===== src/design/tkhf_pkg.sv =====
`default_nettype none
package tkhf_pkg;

    localparam int HW  = 64;
    localparam int CW  = 32;
    localparam int LKW = 7;
    localparam int MRW = 4;
    localparam int NUMW = CW + LKW;
    localparam int TABLE_DEPTH_DEF = 128;
    localparam int MAX_OUT_DEF = 8;
    localparam int PCT_FULL = 100;
    localparam logic [MRW-1:0] MAX_RESULTS_RST = 4'd8;

    typedef enum logic [1:0] {
        REG_MAX_RESULTS   = 2'd0,
        REG_CALLER_FILTER = 2'd1,
        REG_VALUE_MODE    = 2'd2
    } reg_idx_t;

    typedef struct packed {
        logic [HW-1:0] handle;
        logic          is_unknown;
        logic [HW-1:0] caller;
        logic          last;
    } in_item_t;

    typedef struct packed {
        logic [HW-1:0]  entry_handle;
        logic [LKW-1:0] likelihood;
        logic           valid_res;
        logic           final_res;
    } out_item_t;

    typedef struct packed {
        logic          found;
        logic [CW-1:0] cnt;
        logic [HW-1:0] hdl;
    } tok_t;

    typedef struct packed {
        logic          obs_en;
        logic          ins_en;
        logic [HW-1:0] hdl;
        logic          unk;
        logic          clear;
        logic          taken_clr;
        logic          take_en;
        logic          vmode;
    } cell_ctrl_t;

    typedef enum logic [2:0] {
        ST_IDLE,
        ST_OBS,
        ST_SCAN,
        ST_PICK,
        ST_DIV,
        ST_TOP,
        ST_RD,
        ST_OUT
    } state_t;

endpackage
`default_nettype wire


===== src/design/tkhf_div.sv =====
`default_nettype none
module tkhf_div (
    input  wire                       aclk,
    input  wire                       aresetn,
    input  wire                       start,
    input  wire  [tkhf_pkg::NUMW-1:0] num,
    input  wire  [tkhf_pkg::CW-1:0]   den,
    output logic                      done,
    output logic [tkhf_pkg::LKW-1:0]  quo
);
    import tkhf_pkg::*;

    localparam int BW = $clog2(LKW);

    logic [NUMW-1:0] rem_reg;
    logic [LKW-1:0]  q_reg;
    logic [BW-1:0]   bit_reg;
    logic            busy_reg;
    logic            done_reg;
    logic [NUMW-1:0] dsh;
    logic            ge;

    assign dsh = NUMW'(den) << bit_reg;
    assign ge  = rem_reg >= dsh;

    always_ff @(posedge aclk) begin
        if (!aresetn) begin
            busy_reg <= 1'b0;
            done_reg <= 1'b0;
        end else begin
            done_reg <= 1'b0;
            if (start) begin
                busy_reg <= 1'b1;
            end else if (busy_reg && bit_reg == '0) begin
                busy_reg <= 1'b0;
                done_reg <= 1'b1;
            end
        end
    end

    always_ff @(posedge aclk) begin
        if (start) begin
            rem_reg <= num;
            q_reg   <= '0;
            bit_reg <= BW'(LKW - 1);
        end else if (busy_reg) begin
            if (ge) begin
                rem_reg <= rem_reg - dsh;
            end
            q_reg[bit_reg] <= ge;
            if (bit_reg != '0) begin
                bit_reg <= bit_reg - BW'(1);
            end
        end
    end

    assign done = done_reg;
    assign quo  = q_reg;

    a_start_idle: assert property (@(posedge aclk) disable iff (!aresetn)
        start |-> !busy_reg)
        else $error("divider restarted while busy");

    a_done_after_busy: assert property (@(posedge aclk) disable iff (!aresetn)
        done |-> $past(busy_reg))
        else $error("divider done without run");

    a_done_clears: assert property (@(posedge aclk) disable iff (!aresetn)
        done |-> !busy_reg)
        else $error("divider busy after done");

endmodule
`default_nettype wire


===== config.mk =====
export PLATFORM = sky130hd
export DESIGN_NAME = tkhf_div
export DESIGN_NICKNAME = d
export VERILOG_FILES = /design/src/design/tkhf_pkg.sv /design/src/design/tkhf_div.sv
export SDC_FILE = /design/constraint.sdc
export NUM_CORES = 1
export LEC_CHECK = 0
export ABC_AREA = 1
export BUFFER_PORTS_ARGS = -buffer_cell sky130_fd_sc_hd__buf_2
export CELL_PAD_IN_SITES_DETAIL_PLACEMENT = 1
export CELL_PAD_IN_SITES_GLOBAL_PLACEMENT = 2
export CORE_UTILIZATION = 31
export CTS_BUF_LIST = sky130_fd_sc_hd__clkbuf_16
export CTS_CLUSTER_DIAMETER = 80
export DETAILED_ROUTE_END_ITERATION = 8
export PLACE_DENSITY_LB_ADDON = 0.1
export SKIP_CTS_REPAIR_TIMING = 1
export SYNTH_ARGS = -nofsm -noshare
export SYNTH_HDL_FRONTEND = slang
export SYNTH_SLANG_ARGS = --single-unit

===== constraint.sdc =====
create_clock -name aclk -period 5.3 [get_ports aclk]
set_clock_uncertainty 0.15 [all_clocks]
set_input_delay 1.06 -clock aclk [delete_from_list [all_inputs] [get_ports aclk]]
set_output_delay 1.06 -clock aclk [all_outputs]
set_load 0.02 [all_outputs]

==> metrics <==
Root Buffer=clkbuf_16; Setup crit end kind=register; CTS tree=done; drc violations=0; All-Layer GR Usage=a little under a quarter; cell accounting for the most synthesized area=nand2_1; FF+latch area=about 1400 µm²; Final Hold Violating Endpoints=0; Synth Flop Type=edfxtp_1; initial antenna violation count=0; Seq/Total Area, Yosys=a little under a quarter; number of nets in the layout=1288; Worst-path clk slew=0.08 ns; min Tclk post-route=4.09 ns; placed cells=approximately 1400; flops & latches, synth=about 50; crit start category=register; synth top area cells=nand2_1, edfxtp_1, inv_1, ha_1, nor2_1; detailed placer's ending HPWL=18700 µm; Initial Util=roughly a third; Slew @ Worst Pin=0.661 ns; Cell Pwr Density=419 nW/µm²; syn avg cell area=5.67 µm²; Hold Path Class=reg2reg; IO Port Bufs=81; Final ANT Viol Nets=0; most frequent cell after synthesis=nand2_1; fin cells=approximately 1400; Setup TNS Final=0 ns; core outline area=between 15000 and 20000 µm²; Clock Tree Buf Depth=2; Final Max Slew Viols=0; Netlist cell types=38; die area=just over 20000 µm²; DR vias=roughly 6800; GPL Wtd Cong=around 0.83; fraction of final layout cells sized beyond drive strength 1=11.6%; drt first-iter violations=roughly 220; max frequency=244 MHz; RSZ-0062 raised after global routing=false; first-pass GRT wire length=approximately 35000 µm; worst slack at placement=about 1 ns; Routed WL=between 20000 and 25000 µm; H-Tree Depth=2; Vias/cell=around 4.7; # setup viols final=0; Max-Cap Viols=0; Post-synth top cells=nand2_1, inv_1, nor2_1, nand3_1, o21ai_0; largest net degree at the start of global routing=65; Mapped Nets=1220; outcome=complete, no violations; footprint of the multi-input gates=4120 µm²; Layout area overhead=13.9%; fraction of registers with async set/reset=0%; Avg WL per Cell=between 15 and 20 µm; synthesized area=~6300 µm²; number of buffers created by CTS=5; Post-Syn Instances=1104; row count=51; Worst VDD drop=about 0.16 mV; Critical Path AT=between 3 and 4 ns; Post-synth EDFFs=39; Slew headroom=~56%; final worst slack=1.21 ns; Worst Path Max Fanout=28; Ant. Diodes=0; First-pass DRT Iterations=4; number of global-route vias before repair=~6600; gr ovfl total=0; Pleak=just under 0.004 µW; CP required=5.13 ns; clock latency on the worst-skew pair=between 0.3 and 0.4 ns; WS Path Type=reg2reg; yosys warns=0; Horiz. Die Dim=144 µm; Fillers=between 2000 and 3000; Ports=between 80 and 90; top cell type's share of synthesized area=between 20% and 30%; Tcrit/Tclk final=between 70 and 80%; CTS Sinks=between 50 and 60; Die Y=~140 µm; Largest register FFs=39
==> layout by cell type (no fill, tap or decap), drive strengths merged <==
| master | Yosys | final |
|---|---|---|
| buf | 16 | 90 |
| nand3 | 70 | 70 |
| or2 | 5 | 5 |
| nand2 | 496 | 496 |
| nor3 | 9 | 9 |
| nor2 | 94 | 94 |
| xnor2 | 13 | 13 |
| o22ai | 2 | 2 |
| edfxtp | 39 | 39 |
| o21a | 1 | 1 |
| a21o | 3 | 3 |
| nand3b | 5 | 5 |
| a21oi | 34 | 34 |
| o21ai | 75 | 75 |
| a211o | 1 | 1 |
| nor4 | 1 | 1 |
| fa | 1 | 1 |
| and2 | 2 | 2 |
| a21boi | 1 | 1 |
| inv | 160 | 161 |
| clkinv | 2 | 2 |
| o21bai | 2 | 2 |
| nand2b | 1 | 1 |
| dfxtp | 12 | 12 |
| mux2i | 5 | 5 |
| clkbuf | 13 | 7 |
| ha | 41 | 41 |
==> worst paths after layout <==
path                            depth (start not counted)  slack, ns           to       start
worst min-delay path                                    2       0.41         done    busy_reg
worst min register to register                          2       0.41         done    busy_reg
worst max-delay path                                   16       1.21  rem_reg[16]  bit_reg[0]
worst max register to register                         16       1.21  rem_reg[16]  bit_reg[0]
==> power breakdown <==
| part | total (µW) | switching (µW) | internal [µW] |
|---|---|---|---|
| clock | 419 | 185 | 234 |
| sequential | 616 | 47.3 | 569 |
| combinational | 1950 | 1300 | 651 |
==> stage by stage <==
step	total power [µW]	utilization (%)	instance area, µm²	hold WS (ns)
3_3_place_gp	2560	35.3	6950	0.392
6_report	2990	36.3	7130	0.413
2_1_floorplan	2010	-	6260	0.332
3_5_place_dp	2580	35.3	6950	0.403
4_1_cts	3020	36.3	7130	0.415
5_1_grt	3290	36.3	7130	0.452
==> cells by family (layout without fill, tap and decap cells) <==
logic type	count (synthesis)	after routing	share of synthesized area, %
simple gates	683	683	44.8
fa+ha+maj	42	42	8.52
flops	51	51	22.6
compound gates	119	119	9.96
xor+xnor	13	13	1.82
buf+inv	191	260	11.6
mux	5	5	0.800
==> worst max-delay path, stage by stage, from the launching register on <==
cell     delay (ns)
dfxtp_1        0.59
buf_4          0.38
mux2i_1        0.30
o21ai_0        0.16
o21ai_0        0.41
ha_1           0.27
nand2_1        0.14
nor2_1         0.20
nand2_1        0.13
nor2_1         0.12
nand3_1        0.11
nand3_1        0.16
nor2_4         0.09
nand2_1        0.06
nand2_1        0.06
nand2_2        0.07
buf_4          0.33
==> routing by layer <==
| layer | share of wire, % | global-route usage, % |
|---|---|---|
| met1 | 53 | 32.9 |
| met5 | 0 | 0 |
| met2 | 43 | 35.6 |
| met4 | 1.2 | 4.82 |
| met3 | 3.4 | 2.52 |
==> area by class of cell <==
class                   instances  share of cell area (%)
clock buffers                   7                    2.46
clock inverters                 1                  0.0878
inverters                     162                    8.53
multi-input cells             862                    57.8
flip-flops and latches         51                    19.8
well taps                     265                    4.65
repair buffers                 90                    6.64
(Power assumes the default switching activity.)
