<file path="config.mk">
export PLATFORM = sky130hd
export DESIGN_NAME = tkhf_cell
export DESIGN_NICKNAME = d
export VERILOG_FILES = /design/src/design/tkhf_pkg.sv /design/src/design/tkhf_cell.sv
export SDC_FILE = /design/constraint.sdc
export NUM_CORES = 1
export LEC_CHECK = 0
export ABC_AREA = 1
export BUFFER_PORTS_ARGS = -buffer_cell sky130_fd_sc_hd__buf_2
export CAP_MARGIN = 20
export CORE_MARGIN = 8
export CORE_UTILIZATION = 35
export CTS_BUF_LIST = sky130_fd_sc_hd__clkbuf_16
export CTS_CLUSTER_SIZE = 14
export DETAILED_ROUTE_END_ITERATION = 10
export SLEW_MARGIN = 20
export SYNTH_ARGS = -nofsm -noshare
export SYNTH_HDL_FRONTEND = slang
export SYNTH_SLANG_ARGS = --single-unit
</file>
<file path="constraint.sdc">
create_clock -name aclk -period 5.4 [get_ports aclk]
set_input_delay 1.08 -clock aclk [delete_from_list [all_inputs] [get_ports aclk]]
set_output_delay 1.08 -clock aclk [all_outputs]
set_load 0.02 [all_outputs]
</file>
<file path="src/design/tkhf_pkg.sv">
`default_nettype none
package tkhf_pkg;

    localparam int HW  = 64;
    localparam int CW  = 32;
    localparam int LKW = 7;
    localparam int MRW = 4;
    localparam int NUMW = CW + LKW;
    localparam int TABLE_DEPTH_DEF = 128;
    localparam int MAX_OUT_DEF = 8;
    localparam int PCT_FULL = 100;
    localparam logic [MRW-1:0] MAX_RESULTS_RST = 4'd8;

    typedef enum logic [1:0] {
        REG_MAX_RESULTS   = 2'd0,
        REG_CALLER_FILTER = 2'd1,
        REG_VALUE_MODE    = 2'd2
    } reg_idx_t;

    typedef struct packed {
        logic [HW-1:0] handle;
        logic          is_unknown;
        logic [HW-1:0] caller;
        logic          last;
    } in_item_t;

    typedef struct packed {
        logic [HW-1:0]  entry_handle;
        logic [LKW-1:0] likelihood;
        logic           valid_res;
        logic           final_res;
    } out_item_t;

    typedef struct packed {
        logic          found;
        logic [CW-1:0] cnt;
        logic [HW-1:0] hdl;
    } tok_t;

    typedef struct packed {
        logic          obs_en;
        logic          ins_en;
        logic [HW-1:0] hdl;
        logic          unk;
        logic          clear;
        logic          taken_clr;
        logic          take_en;
        logic          vmode;
    } cell_ctrl_t;

    typedef enum logic [2:0] {
        ST_IDLE,
        ST_OBS,
        ST_SCAN,
        ST_PICK,
        ST_DIV,
        ST_TOP,
        ST_RD,
        ST_OUT
    } state_t;

endpackage
`default_nettype wire

</file>
<file path="src/design/tkhf_cell.sv">
`default_nettype none
module tkhf_cell (
    input  wire                     aclk,
    input  wire                     aresetn,
    input  tkhf_pkg::cell_ctrl_t    ctrl,
    input  wire                     prev_occ,
    input  tkhf_pkg::tok_t          tok_in,
    output tkhf_pkg::tok_t          tok_out,
    output logic                    occ,
    output logic                    match,
    output logic                    unk,
    output logic [tkhf_pkg::CW-1:0] cnt
);
    import tkhf_pkg::*;

    logic [HW-1:0] hdl_reg;
    logic [CW-1:0] cnt_reg;
    logic          unk_reg;
    logic          occ_reg;
    logic          taken_reg;
    tok_t          tok_reg;
    tok_t          tok_next;
    logic          hit;
    logic          elig;

    assign hit  = occ_reg && (hdl_reg == ctrl.hdl);
    assign elig = occ_reg && !taken_reg && !(!ctrl.vmode && unk_reg);

    always_comb begin
        tok_next = tok_in;
        if (elig && (!tok_in.found || cnt_reg > tok_in.cnt)) begin
            tok_next.found = 1'b1;
            tok_next.cnt   = cnt_reg;
            tok_next.hdl   = hdl_reg;
        end
    end

    always_ff @(posedge aclk) begin
        if (!aresetn) begin
            occ_reg   <= 1'b0;
            taken_reg <= 1'b0;
            tok_reg   <= '0;
        end else begin
            tok_reg <= tok_next;
            if (ctrl.clear) begin
                occ_reg <= 1'b0;
            end else if (ctrl.ins_en && prev_occ && !occ_reg) begin
                occ_reg <= 1'b1;
            end
            if (ctrl.taken_clr) begin
                taken_reg <= 1'b0;
            end else if (ctrl.take_en && hit) begin
                taken_reg <= 1'b1;
            end
        end
    end

    always_ff @(posedge aclk) begin
        if (ctrl.ins_en && prev_occ && !occ_reg) begin
            hdl_reg <= ctrl.hdl;
            cnt_reg <= CW'(1);
            unk_reg <= ctrl.unk;
        end else if (ctrl.obs_en && hit && cnt_reg != '1) begin
            cnt_reg <= cnt_reg + CW'(1);
        end
    end

    assign tok_out = tok_reg;
    assign occ     = occ_reg;
    assign match   = hit;
    assign unk     = unk_reg;
    assign cnt     = cnt_reg;

endmodule
`default_nettype wire

</file>
==> impl_metrics.py <==
metrics = {
    "critical_path": {
        "critPathMaxFanout": 3,
        "crit_path_start_kind": "primary input",
        "worst-r2r-setup-slack_ns": 2.33,
        "endpoint": "match",
        "ff2ff_path_depth": 13,
        "required_ns": 4.32,
        "cp.arrival_ns": 2.39,
        "r2r_end": "tok_out[32]",
        "crit_start": "ctrl[62]",
        "r2r_start": "cnt[29]",
        "worstSetupPathType": "primary input to output pin",
        "crit_path_end_kind": "output pin",
    },
    "drt": {
        "route.vias.total": 11200,
        "routedWlPerCell_um": 17.5,
        "avgViaCountPerCell": 4.88,
        "drc_errors": 0,
        "ant_nets": 0,
        "wirelength_um": 40000,
        "drt_iter0_drc": 756,
        "dr.pass1.iters": 5,
    },
    "pwr": {
        "finalPower_mw": 3.39,
        "peakVddDrop_mv": 0.209,
        "powerDensity_nw_per_um2": 251,
        "p_leak_nw": 6.86,
    },
    "cts": {
        "clk_pin_slew_ns": 0.08,
        "postCtsHoldBufs": 0,
        "post_cts_resized": 0,
        "htreeDepth": 4,
        "post_cts.repair.setup_buffers": 0,
        "clkLatencyLatePin_ns": 0.46,
        "cts_tree": "yes",
        "root_buffer": "clkbuf_16",
        "numCtsBuffers": 17,
        "cts_buffer_depth": 2,
        "clock_sinks": 196,
    },
    "logic_synthesis": {
        "synth_nets": 1817,
        "synthesis.area_um2": 11200,
        "synth-seq-cells": 196,
        "yosys.area.top_type": "dfxtp_1",
        "synth_edf_count": 65,
        "synth_cell_type_count": 39,
        "ys_async_sr_fraction": 0,
        "synthTopCellsByArea": "dfxtp_1 (23%), edfxtp_1 (17%), nand2_1 (15%)",
        "yosysTopAreaCellShare": 0.234,
        "syn_inst": 1613,
        "synth_top_flop_cell": "dfxtp_1",
        "seq_area_frac_synth": 0.407,
        "yosys_warnings": 0,
        "syn_avg_cell_area_um2": 6.96,
    },
    "final_layout": {
        "regArea_um2": 4570,
        "largest_reg_flops": 97,
        "drive_above_1_share": 0.203,
        "fillers": 3323,
        "layout_commonest_cell": "nand2_1",
        "syn_to_final_growth_pct": 20.4,
        "final_core_util": 0.428,
        "final_nets": 2078,
        "multi_input_area_um2": 5400,
        "final_cell_mix": "nand2_1 (459), buf_2 (301), nor2_1 (217)",
    },
    "floorplan": {
        "start_util": 0.356,
        "io_pins": 303,
        "die_height_um": 195,
        "coreArea_um2": 31600,
        "fp.dieW_um": 195,
        "num_rows": 65,
        "dieArea_um2": 38100,
    },
    "global_routing": {
        "grt_max_degree": 90,
        "grt_pass1_vias": 10900,
        "grt_pass1_wl_um": 61800,
        "grt_usage": 0.204,
        "antenna_found_initial": 7,
        "grt_overflow": 0,
    },
    "placement": {
        "dp_hpwl_um": 30500,
        "gp_congestion": 0.915,
        "numPortBuffers": 302,
    },
    "sta": {
        "hold_viol_final": 0,
        "post-route-period-util": 0.643,
        "tns_ns": 0,
        "relSlewSlack": 0.374,
        "tightest_slew_ns": 0.936,
        "worst_clock_skew_ns": 0.0161,
        "slew_viol_final": 0,
        "fmax_mhz": 288,
        "rsz0062_at_grt": "false",
        "period_needed_ns": 3.47,
        "setup_viol_count_final": 0,
    },
    "job": {
        "drv_cap": 0,
    },
    "run_status": {
        "status": "finished, final reports clean",
    },
    "worst_hold_path": {
        "hold_path_class": "flop to flop",
    },
}
[how the worst min path moves through the flow]
stage	startpoint	to	slack [ns]	depth (start not counted)
after floorplan	taken_reg	taken_reg	0.49	2
after global placement	cnt[31]	cnt[31]	0.52	2
after detailed placement	cnt[31]	cnt[31]	0.53	2
after CTS	cnt[31]	cnt[31]	0.55	2
after global routing	cnt[31]	cnt[31]	0.58	2
final	cnt[31]	cnt[31]	0.54	2
[power breakdown]
group / switching, mW / internal [mW] / leakage [nW]
combinational: 0.327 / 0.165 / 4.90
sequential: 0.0217 / 1.59 / 1.69
clock: 0.668 / 0.615 / 0.271
[layout make-up]
type | count | area share
Inverter | 222 | 0.0617
Multi-Input combinational cell | 1126 | 0.400
Clock buffer | 17 | 0.0315
Tap cell | 402 | 0.0372
Antenna cell | 3 | 0.000555
Clock inverter | 15 | 0.0104
Sequential cell | 196 | 0.338
Timing Repair Buffer | 311 | 0.121
[kinds of logic after synthesis]
| logic type | share of synthesized area |
|---|---|
| simple gates | 0.352 |
| flops | 0.407 |
| xor+xnor | 0.0218 |
| fa+ha+maj | 0.0368 |
| compound gates | 0.0691 |
| buf+inv | 0.113 |
[synth_stat cells (2+ instances only)]
cell / number
o21a_1: 2
nor2_1: 217
nand3_1: 117
nand3_2: 2
edfxtp_1: 65
ha_1: 33
buf_1: 9
nand2_1: 459
buf_2: 11
xor2_1: 27
o21ai_0: 3
nor4_2: 2
clkbuf_1: 21
dfxtp_1: 131
nand4_1: 65
buf_6: 16
inv_1: 215
inv_2: 7
o21bai_1: 2
nand2_2: 11
nand4_2: 2
nor3_1: 21
or2_2: 2
buf_4: 12
a21oi_1: 142
nor2_2: 6
[metrics by stage]
step | area, µm² | setup WS, ns | hold WS, ns | std cells
after floorplan | 11200 | 1.65 | 0.491 | 1613
after global placement | 12900 | 1.61 | 0.519 | 2257
after detailed placement | 12900 | 1.55 | 0.532 | 2257
after CTS | 13500 | 1.94 | 0.548 | 2289
after global routing | 13500 | 1.75 | 0.577 | 2291
final | 13500 | 1.93 | 0.538 | 2292
[per-layer routing]
metal,up-vias,track usage,wire length (µm)
met5,-,0,68
met4,10,0.0553,597
met3,40,0.0561,2630
met2,313,0.339,18900
met1,5173,0.257,17800
li1,5660,-,-
[worst max-delay path, stage by stage]
cell     delay [ns]
buf_2          0.10
inv_1          0.04
nand2_1        0.17
nand4_1        0.14
or2_2          0.29
nor2_1         0.09
nand3_1        0.08
nor2_1         0.19
buf_2          0.21
No activity file was read; power rests on OpenSTA's default activity.
